==> src/design/mciw_pkg.sv <==
// Shared types and constants for the multi-channel inactivity watchdog.
`default_nettype none
package mciw_pkg;

    localparam int NumChannels = 4;
    localparam int MaxCh       = 4;
    localparam int ChIdxW      = 2;
    localparam int CntW        = 32;
    localparam int MsW         = 16;
    localparam int MaskW       = 4;
    localparam int AddrW       = 5;
    localparam int DataW       = 32;
    localparam int RegIdxW     = 3;

    localparam logic [CntW-1:0] CntMax = {CntW{1'b1}};
    localparam logic [MsW-1:0] IntervalReset = 16'd100;
    localparam logic [MsW-1:0] LimitReset = 16'd1000;

    localparam logic [RegIdxW-1:0] REG_INTERVAL_BASE = 3'd0;
    localparam logic [RegIdxW-1:0] REG_LIMIT_BASE    = 3'd4;

    typedef enum logic [1:0] {
        FUNC_TICK   = 2'd0,
        FUNC_ARM    = 2'd1,
        FUNC_DISARM = 2'd2
    } t_func;

    typedef struct packed {
        logic [MaxCh-1:0][MsW-1:0] interval;
        logic [MaxCh-1:0][MsW-1:0] limit;
    } t_cfg;

    typedef struct packed {
        logic tick;
        logic clear;
    } t_ch_ctrl;

endpackage
`default_nettype wire

==> src/design/multi_channel_inactivity_watchdog_unit.sv <==
// Top level of the multi-channel inactivity watchdog.
// The unit takes one item per clock cycle while the result side is not stalled. An accepted
// item is held in the input register, and its result is loaded into the result register when
// that register is empty or its result is being taken; the four channel compare-and-add units
// between those two registers set the one-item-per-cycle rate. Backpressure on the result
// side holds the input register, and input is taken again in the same cycle as the waiting
// result is taken. Intervals and limits are written through the configuration port; the user
// must write them only while the unit is idle, as the block itself does not enforce it.
`default_nettype none
module multi_channel_inactivity_watchdog_unit (
    input  wire logic                          i_clk,
    input  wire logic                          i_rst_n,
    input  wire logic                          i_valid,
    output logic                               o_ready,
    input  wire logic [1:0]                    i_func,
    input  wire logic [mciw_pkg::MsW-1:0]      i_elapsed_ms,
    input  wire logic [mciw_pkg::MaskW-1:0]    i_activity_mask,
    input  wire logic [mciw_pkg::MaskW-1:0]    i_enabled_mask,
    output logic                               o_valid,
    input  wire logic                          i_ready,
    output logic      [mciw_pkg::MaskW-1:0]    o_trigger_mask,
    output logic      [mciw_pkg::CntW-1:0]     o_alive_count,
    output logic                               o_armed,
    input  wire logic                          psel,
    input  wire logic                          penable,
    input  wire logic                          pwrite,
    input  wire logic [mciw_pkg::AddrW-1:0]    paddr,
    input  wire logic [mciw_pkg::DataW-1:0]    pwdata,
    output logic      [mciw_pkg::DataW-1:0]    prdata,
    output logic                               pready
);

    mciw_pkg::t_cfg                  w_cfg;
    mciw_pkg::t_ch_ctrl              w_ctrl;

    logic                            r_in_valid;
    mciw_pkg::t_func                 r_func;
    logic [mciw_pkg::MsW-1:0]        r_elapsed;
    logic [mciw_pkg::MaskW-1:0]      r_act;
    logic [mciw_pkg::MaskW-1:0]      r_en;

    logic                            r_out_valid;
    logic [mciw_pkg::MaskW-1:0]      r_trig;
    logic [mciw_pkg::CntW-1:0]       r_alive;
    logic                            r_armed;

    logic                            w_advance;
    logic                            w_fire;
    logic [mciw_pkg::MaskW-1:0]      w_ch_trig;
    logic [mciw_pkg::MaskW-1:0]      n_trig;
    logic [mciw_pkg::CntW-1:0]       n_alive;
    logic                            n_armed;

    mciw_regs u_regs (
        .i_clk   (i_clk),
        .i_rst_n (i_rst_n),
        .psel    (psel),
        .penable (penable),
        .pwrite  (pwrite),
        .paddr   (paddr),
        .pwdata  (pwdata),
        .prdata  (prdata),
        .pready  (pready),
        .o_cfg   (w_cfg)
    );

    assign w_advance = !r_out_valid || i_ready;
    assign w_fire    = r_in_valid && w_advance;
    assign o_ready   = !r_in_valid || w_advance;

    always_ff @(posedge i_clk) begin
        if (!i_rst_n) begin
            r_in_valid <= 1'b0;
        end else if (o_ready) begin
            r_in_valid <= i_valid;
        end
    end

    always_ff @(posedge i_clk) begin
        if (o_ready && i_valid) begin
            r_func    <= mciw_pkg::t_func'(i_func);
            r_elapsed <= i_elapsed_ms;
            r_act     <= i_activity_mask;
            r_en      <= i_enabled_mask;
        end
    end

    always_comb begin
        w_ctrl.tick  = 1'b0;
        w_ctrl.clear = 1'b0;
        n_trig       = '0;
        n_alive      = r_alive;
        n_armed      = r_armed;
        case (r_func)
            mciw_pkg::FUNC_TICK: begin
                w_ctrl.tick = w_fire && r_armed;
                n_trig      = r_armed ? w_ch_trig : '0;
                n_alive     = r_alive + 1'b1;
            end
            mciw_pkg::FUNC_ARM: begin
                n_armed = 1'b1;
            end
            mciw_pkg::FUNC_DISARM: begin
                n_armed      = 1'b0;
                w_ctrl.clear = w_fire;
            end
            default: begin
            end
        endcase
    end

    for (genvar g = 0; g < mciw_pkg::MaskW; g++) begin : g_ch
        if (g < mciw_pkg::NumChannels) begin : g_used
            mciw_channel u_ch (
                .i_clk      (i_clk),
                .i_rst_n    (i_rst_n),
                .i_ctrl     (w_ctrl),
                .i_elapsed  (r_elapsed),
                .i_active   (r_act[g]),
                .i_enabled  (r_en[g]),
                .i_interval (w_cfg.interval[g]),
                .i_limit    (w_cfg.limit[g]),
                .o_trigger  (w_ch_trig[g])
            );
        end else begin : g_unused
            assign w_ch_trig[g] = 1'b0;
        end
    end

    always_ff @(posedge i_clk) begin
        if (!i_rst_n) begin
            r_out_valid <= 1'b0;
            r_alive     <= '0;
            r_armed     <= 1'b0;
        end else begin
            if (w_advance) begin
                r_out_valid <= r_in_valid;
            end
            if (w_fire) begin
                r_alive <= n_alive;
                r_armed <= n_armed;
            end
        end
    end

    always_ff @(posedge i_clk) begin
        if (w_fire) begin
            r_trig <= n_trig;
        end
    end

    assign o_valid        = r_out_valid;
    assign o_trigger_mask = r_trig;
    assign o_alive_count  = r_alive;
    assign o_armed        = r_armed;

endmodule
`default_nettype wire

==> src/design/mciw_regs.sv <==
// APB-style configuration registers for the watchdog intervals and limits.
`default_nettype none
module mciw_regs (
    input  wire logic                          i_clk,
    input  wire logic                          i_rst_n,
    input  wire logic                          psel,
    input  wire logic                          penable,
    input  wire logic                          pwrite,
    input  wire logic [mciw_pkg::AddrW-1:0]    paddr,
    input  wire logic [mciw_pkg::DataW-1:0]    pwdata,
    output logic      [mciw_pkg::DataW-1:0]    prdata,
    output logic                               pready,
    output mciw_pkg::t_cfg                     o_cfg
);

    mciw_pkg::t_cfg                  r_cfg;
    logic [mciw_pkg::RegIdxW-1:0]    w_idx;
    logic [mciw_pkg::ChIdxW-1:0]     w_ch;
    logic                            w_wr;

    assign w_idx  = paddr[mciw_pkg::AddrW-1:2];
    assign w_ch   = w_idx[mciw_pkg::ChIdxW-1:0];
    assign w_wr   = psel && penable && pwrite;
    assign pready = 1'b1;
    assign o_cfg  = r_cfg;

    always_ff @(posedge i_clk) begin
        if (!i_rst_n) begin
            for (int i = 0; i < mciw_pkg::MaxCh; i++) begin
                r_cfg.interval[i] <= mciw_pkg::IntervalReset;
                r_cfg.limit[i]    <= mciw_pkg::LimitReset;
            end
        end else if (w_wr) begin
            if (w_idx < mciw_pkg::REG_LIMIT_BASE) begin
                r_cfg.interval[w_ch] <= pwdata[mciw_pkg::MsW-1:0];
            end else begin
                r_cfg.limit[w_ch] <= pwdata[mciw_pkg::MsW-1:0];
            end
        end
    end

    always_comb begin
        if (w_idx < mciw_pkg::REG_LIMIT_BASE) begin
            prdata = {{(mciw_pkg::DataW - mciw_pkg::MsW){1'b0}}, r_cfg.interval[w_ch]};
        end else begin
            prdata = {{(mciw_pkg::DataW - mciw_pkg::MsW){1'b0}}, r_cfg.limit[w_ch]};
        end
    end

endmodule
`default_nettype wire

==> src/design/mciw_channel.sv <==
// One channel: saturating inactivity counter with interval check and trigger.
`default_nettype none
module mciw_channel (
    input  wire logic                         i_clk,
    input  wire logic                         i_rst_n,
    input  wire mciw_pkg::t_ch_ctrl           i_ctrl,
    input  wire logic [mciw_pkg::MsW-1:0]     i_elapsed,
    input  wire logic                         i_active,
    input  wire logic                         i_enabled,
    input  wire logic [mciw_pkg::MsW-1:0]     i_interval,
    input  wire logic [mciw_pkg::MsW-1:0]     i_limit,
    output logic                              o_trigger
);

    logic [mciw_pkg::CntW-1:0] r_count;
    logic [mciw_pkg::CntW-1:0] n_count;
    logic [mciw_pkg::CntW:0]   w_sum;
    logic [mciw_pkg::CntW-1:0] w_sat;
    logic                      w_checked;

    assign w_sum = {1'b0, r_count}
                 + {{(mciw_pkg::CntW + 1 - mciw_pkg::MsW){1'b0}}, i_elapsed};
    assign w_sat = w_sum[mciw_pkg::CntW] ? mciw_pkg::CntMax : w_sum[mciw_pkg::CntW-1:0];
    assign w_checked = r_count > {{(mciw_pkg::CntW - mciw_pkg::MsW){1'b0}}, i_interval};

    always_comb begin
        o_trigger = 1'b0;
        if (w_checked) begin
            if (i_active || !i_enabled) begin
                n_count = '0;
            end else begin
                n_count   = w_sat;
                o_trigger = w_sat > {{(mciw_pkg::CntW - mciw_pkg::MsW){1'b0}}, i_limit};
            end
        end else begin
            n_count = w_sat;
        end
    end

    always_ff @(posedge i_clk) begin
        if (!i_rst_n) begin
            r_count <= '0;
        end else if (i_ctrl.clear) begin
            r_count <= '0;
        end else if (i_ctrl.tick) begin
            r_count <= n_count;
        end
    end

endmodule
`default_nettype wire

==> config.mk <==
export PLATFORM = sky130hd
export DESIGN_NAME = multi_channel_inactivity_watchdog_unit
export DESIGN_NICKNAME = d
export VERILOG_FILES = /design/src/design/mciw_pkg.sv /design/src/design/multi_channel_inactivity_watchdog_unit.sv /design/src/design/mciw_regs.sv /design/src/design/mciw_channel.sv
export SDC_FILE = /design/constraint.sdc
export NUM_CORES = 1
export LEC_CHECK = 0
export ABC_AREA = 1
export BUFFER_PORTS_ARGS = -buffer_cell sky130_fd_sc_hd__buf_2
export CORE_AREA = 8 8 231 233
export CTS_CLUSTER_DIAMETER = 60
export CTS_CLUSTER_SIZE = 30
export DETAILED_ROUTE_END_ITERATION = 12
export DIE_AREA = 0 0 239 241
export PLACE_DENSITY = 0.7
export SLEW_MARGIN = 20
export SYNTH_ARGS = -nofsm -noshare
export SYNTH_HDL_FRONTEND = slang
export SYNTH_SLANG_ARGS = --single-unit
export TNS_END_PERCENT = 50
==> constraint.sdc <==
create_clock -name i_clk -period 3.8 [get_ports i_clk]
set_clock_uncertainty 0.2 [all_clocks]
set_input_delay 0.57 -clock i_clk [delete_from_list [all_inputs] [get_ports i_clk]]
set_output_delay 0.57 -clock i_clk [all_outputs]
set_load 0.1 [all_outputs]
# [After elaboration in Yosys (flattened, before gate mapping)]
# Cells that the tools add are included.
[totals] ram_bits=0 regBits=321 romBits=0 memories=0 latch_bits=0 out_inout_bits=72
[classes] n_addsub=5 eq_ne=2 n_mul=0 bitwise=8 n_reduce_logical=29 div=0 n_lt_le_gt_ge=11 muxes=24 n_shift=0
[ops] cell="$mux W32" count=12
[ops] cell="$gt A32 B16 Y1" count=8
[ops] cell="$add A32 B16 Y33" count=4
[ops] cell="$bwmux W64" count=2
[ops] cell="$bmux W16 S2" count=2
[ops] cell="$mux W16" count=4
[ops] cell="$add A32 B1 Y32 const B" count=1
[ops] cell="$demux W16 S2" count=1
[ops] cell="$reduce_or A4 Y1" count=4
[ops] cell="$not A1 Y1" count=8
[ops] cell="$reduce_and A2 Y1" count=4
[ops] cell="$logic_and A1 B1 Y1" count=6
[ops] cell="$logic_not A1 Y1" count=6
[ops] cell="$logic_or A1 B1 Y1" count=6
[ops] cell="$lt A2 B3 Y1 const B" count=1
[ops] cell="$lt A3 B3 Y1 const B" count=1
[ops] cell="$eq A2 B1 Y1 const B" count=1
[ops] cell="$eq A2 B2 Y1 const B" count=1
[ops] cell="$ge A2 B1 Y1 const B" count=1
[ops] cell="$logic_not A2 Y1" count=1
[ops] cell="$mux W1" count=2
[ops] cell="$pmux W1 S2" count=1
[ops] cell="$reduce_bool A2 Y1" count=1
[ops] cell="$reduce_or A2 Y1" count=1

# [Longest topological paths before layout]
[depth] ltp_word=5 mapped_depth=31 ltp_nobuf=30

# [Modules after synthesis]
# A second synthesis with hierarchy kept.
[unflattened] hier_cells=4266 area_unflattened_um2=25917.4
[modules_own_cells] module="mciw_channel at g_ch[0].g_used.u_ch ..." instances=2 cells_per_inst=706 area_per_inst_um2=4052.6
[modules_own_cells] module="mciw_regs" instances=1 cells_per_inst=1090 area_per_inst_um2=6677.7
[modules_own_cells] module="mciw_channel at g_ch[1].g_used.u_ch" instances=1 cells_per_inst=696 area_per_inst_um2=4046.4
[modules_own_cells] module="mciw_channel at g_ch[3].g_used.u_ch" instances=1 cells_per_inst=708 area_per_inst_um2=4032.6
[modules_own_cells] module="multi_channel_inactivity_watchdog_unit" instances=1 cells_per_inst=360 area_per_inst_um2=3055.4

# [Least setup slack after synthesis]
# OpenSTA, ideal clock, no wires.
[synth_path] path_type="input to output" from="in paddr[3] (netlist bit)" to="out prdata[12] (netlist bit)" slack_ns=-0.391 required_time_ns=3.030 path_stages=7 arrival_time_ns=3.421 cell_sequence="inv_1 -> nor2_2 -> inv_2 -> buf_1 -> o22ai_1 -> a221oi_1 -> o21ai_0"
[synth_between] elab_chain_cells=3
[synth_rtl] item="start, declared" line="multi_channel_inactivity_watchdog_unit.sv:27" source="input wire logic [mciw_pkg::AddrW-1:0] paddr,"
[synth_rtl] item="$bmux W16 S2, on equally long branches" line="mciw_regs.sv:46, mciw_regs.sv:44"
[synth_rtl] item="$mux W16, on equally long branches" line="mciw_regs.sv:46, mciw_regs.sv:44"
[synth_rtl] item="$mux W16 *" line="mciw_regs.sv:43" source="if (w_idx < mciw_pkg::REG_LIMIT_BASE) begin"
[synth_rtl] item="end, declared" line="multi_channel_inactivity_watchdog_unit.sv:29" source="output logic [mciw_pkg::DataW-1:0] prdata,"
# Mark *: on every way between the ends. The rest lies on a longest branch, timed or not. The select of a mux whose other input is x is not followed.

# [Worst setup path in the final report]
[layout_path] from="reg r_elapsed[0] (netlist bit)" to="reg r_trig (netlist bit o_trigger_mask[3]) (data pin)"
[layout_between] elab_chain_cells=3
[layout_rtl] item="start, declared" line="multi_channel_inactivity_watchdog_unit.sv:38" source="logic [mciw_pkg::MsW-1:0] r_elapsed;"
[layout_rtl] item="start signal, assigned" line="multi_channel_inactivity_watchdog_unit.sv:82" source="r_elapsed <= i_elapsed_ms;"
[layout_rtl] item="$add A32 B16 Y33" line="mciw_channel.sv:22" source="+ {{(mciw_pkg::CntW + 1 - mciw_pkg::MsW){1'b0}}, i_elapsed};"
[layout_rtl] item="$mux W32" line="mciw_channel.sv:23" source="assign w_sat = w_sum[mciw_pkg::CntW] ? mciw_pkg::CntMax : w_sum[mciw_pkg::CntW-1:0];"
[layout_rtl] item="$gt A32 B16 Y1" line="mciw_channel.sv:33" source="o_trigger = w_sat > {{(mciw_pkg::CntW - mciw_pkg::MsW){1'b0}}, i_limit};"
[layout_rtl] item="end signal, assigned" line="multi_channel_inactivity_watchdog_unit.sv:148" source="r_trig <= n_trig;"
[layout_rtl] item="end, declared" line="multi_channel_inactivity_watchdog_unit.sv:43" source="logic [mciw_pkg::MaskW-1:0] r_trig;"
# No other way between the ends.
# A chain may end at the register's enable or synchronous reset.

==> results.json <==
{
  "r2r-end": "o_trigger_mask[3]",
  "routabilityCongestion": 1.054,
  "fin_area_um2": 29960,
  "portBuffers": 106,
  "clock-sinks": 321,
  "synth_seq_cells": 321,
  "crit_buf_inv": 3,
  "status": "finished with violations",
  "antenna_found_initial": 0,
  "synth_area_leaders": "dfxtp_1, nand2_1, ha_1",
  "crit_family": "simple AND/OR/NAND/NOR gates",
  "n_antenna_cell": 0,
  "cp_cell_sequence": "buf_6 > ha_4 > fa_2 > nand3_2 > nand3_2 > nand2_1 > nand2_2 > nand3_2 > nand2_2 > nand2_4 > inv_8 > or2_1 > ha_4 > nand4_1 > nor3_4 > nand3_1 > nand2_2 > nand3_2 > nor2_2 > nand3_1 > nor2_1 > nand3_1 > nand2_1 > inv_1",
  "layout-drive-gt1-share_pct": 19.94,
  "ys.warnings.count": 0,
  "p_leak_uw": 0.01392,
  "post-route-period-util_pct": 106.9,
  "vias_per_cell": 5.258,
  "cp_data_arrival_time_ns": 4.19,
  "holdPathStages": 3,
  "yosysUniqueCellTypes": 58,
  "r2r-start": "r_elapsed[0]",
  "cp-start-kind": "flop",
  "start_util_pct": 47.55,
  "endpoint_kind": "flop",
  "first_global_vias": 24050,
  "synth_area_um2": 23610,
  "ys_seq_area_share_pct": 28.49,
  "drv_cap": 0,
  "cts_max_level": 2,
  "synth_top_cell_by_area": "dfxtp_1",
  "clock_path_buffers": 3,
  "dieArea_um2": 57600,
  "violations": "negative setup slack",
  "first_pass_iters": 7,
  "numCtsBuffers": 34,
  "die_h_um": 241,
  "setup-violations-final": 4,
  "fin_util_pct": 60.33,
  "async_flop_share_pct": 0,
  "wirelength_um": 84060,
  "dp_hpwl_um": 63890,
  "grt_max_degree": 114,
  "syn_inst": 3658,
  "worst_path_most_repeated_cell": "nand3_2",
  "place_area_um2": 27250,
  "ys_top_cells_by_count": "nand2_1, inv_1, a21oi_1",
  "drc_errors": 0,
  "synth_edf_count": 30,
  "vias": 25190,
  "criticalPathCategory": "flop to flop",
  "irDropWorstVdd_mv": 0.2985,
  "synth_ff_type": "dfxtp_1",
  "slew_viol_final": 0,
  "grt_usage_pct": 28.42,
  "clkLatencyLatePin_ns": 0.58,
  "hp-start": "i_valid",
  "maxSlewHeadroom_pct": 37.37,
  "grt_pass1_wl_um": 129700,
  "stdcell_count": 4790,
  "row_count": 82,
  "hp-class": "primary input to flop",
  "rsz0062_at_grt": "yes",
  "r2r_cells": 24,
  "wl_per_cell_um": 17.55,
  "root_buffer": "clkbuf_16",
  "syn_to_final_growth_pct": 26.87,
  "clk_pin_slew_ns": 0.08,
  "io-pin-count": 142,
  "startpoint": "r_elapsed[0]",
  "tritoncts": "built",
  "grt_overflow": 0,
  "fp.coreArea_um2": 49660,
  "timing.final.ws_setup_ns": -0.2630,
  "worstPathRequired_ns": 3.93,
  "cpPeakStageDelay_ns": 0.49,
  "cp_max_fo": 12,
  "p_per_area_nw_per_um2": 274.1,
  "yosysMostFrequentCell": "nand2_1",
  "crit_slowest_cell": "edfxtp_1",
  "period_needed_ns": 4.063,
  "nets": 4361,
  "final_antenna_net_count": 0,
  "tightest_slew_ns": 0.9384,
  "final_hold_viol_count": 0,
  "dp.cells": 4678,
  "avgSynthCellArea_um2": 6.455,
  "min_to": "r_in_valid",
  "dieWidth_um": 239,
  "yosysTopAreaCellShare_pct": 24.67,
  "reg2reg_slack_ns": -0.26,
  "setup_tns_ns": -0.8092,
  "dr.first_iter.drc_count": 1824,
  "fmax_mhz": 246.1
}
-- worst reg2reg max path: cells and delay by family, from the launching register on --
family	cells	cell delay (ns)
buf+inv	3	0.30
fa+ha+maj	3	0.84
flops	1	0.49
simple gates	18	2.00
-- per-layer routing --
metal	track usage, %	routed length [µm]	vias to the layer above
li1	-	-	12730
met1	34.96	34780	11310
met5	0	0	-
met2	47.86	38380	899
met4	16.20	5654	0
met3	3.494	5258	249
-- sequential cells by signal, indices dropped and copies added (netlist names) --
register,count
r_elapsed,16
o_armed,1
o_trigger_mask,4
r_in_valid,1
u_regs.o_cfg,128
g_ch.g_used.u_ch.r_count,128
r_func,2
r_act,4
o_alive_count,32
o_valid,1
r_en,4
-- stage by stage --
stage,hold slack (ns),total power (µW),setup WS [ns]
CTS,0.03846,8187,-0.2136
detailed placement,0.2660,4574,-0.4285
global placement,0.2473,4565,-0.3547
floorplan,0.2474,4167,-0.3912
finish,0.06542,8213,-0.2630
global route,0.06387,8473,-0.4584
-- worst max path at each step --
stage,depth (start not counted),end,slack (ns)
CTS,26,o_trigger_mask[0],-0.21
finish,24,o_trigger_mask[3],-0.26
detailed placement,24,o_trigger_mask[0],-0.43
global placement,25,o_trigger_mask[2],-0.35
floorplan,7,prdata[11],-0.39
global route,24,o_trigger_mask[3],-0.46
-- placed cells by master (no fill, tap or decap), drive strengths merged, types with 63 or more instances in the layout --
cell type     n
buf         476
nand3       193
ha          195
dfxtp       291
or2          63
nor2        318
a21oi       323
nand2      1120
inv         509
o21ai       161
-- kinds of logic after synthesis --
| family | synth area share [%] |
|---|---|
| compound gates | 14.35 |
| simple gates | 33.67 |
| buf+inv | 10.64 |
| xor+xnor | 2.151 |
| flops | 28.49 |
| fa+ha+maj | 10.67 |
| other cells | 0.03180 |
-- what timing repair did --
action	in CTS	in global routing
setup buffers	13	11
pin swaps	9	42
setup endpoints to repair	4	4
gates cloned	1	0
endpoints found under the hold margin	26	0
resized for setup	84	118
hold buffers	26	0
-- where the power goes --
group          leakage [µW]  total, µW  switching (µW)  internal [µW]
clock              0.000576       3570            1660           1910
sequential          0.00264       3480            24.7           3450
combinational        0.0107       1160             747            414
total                0.0139       8210            2430           5780
-- area by class of cell --
class                   count  area [µm²]
clock buffers              37       925.9
repair inverters            1       8.758
multi-input cells        2729       15440
inverters                 503        1913
fillers                  4740       19700
clock inverters            25       259.0
well taps                 672       840.8
repair buffers            502        3842
flip-flops and latches    321        6726
(Power assumes the default switching activity.)
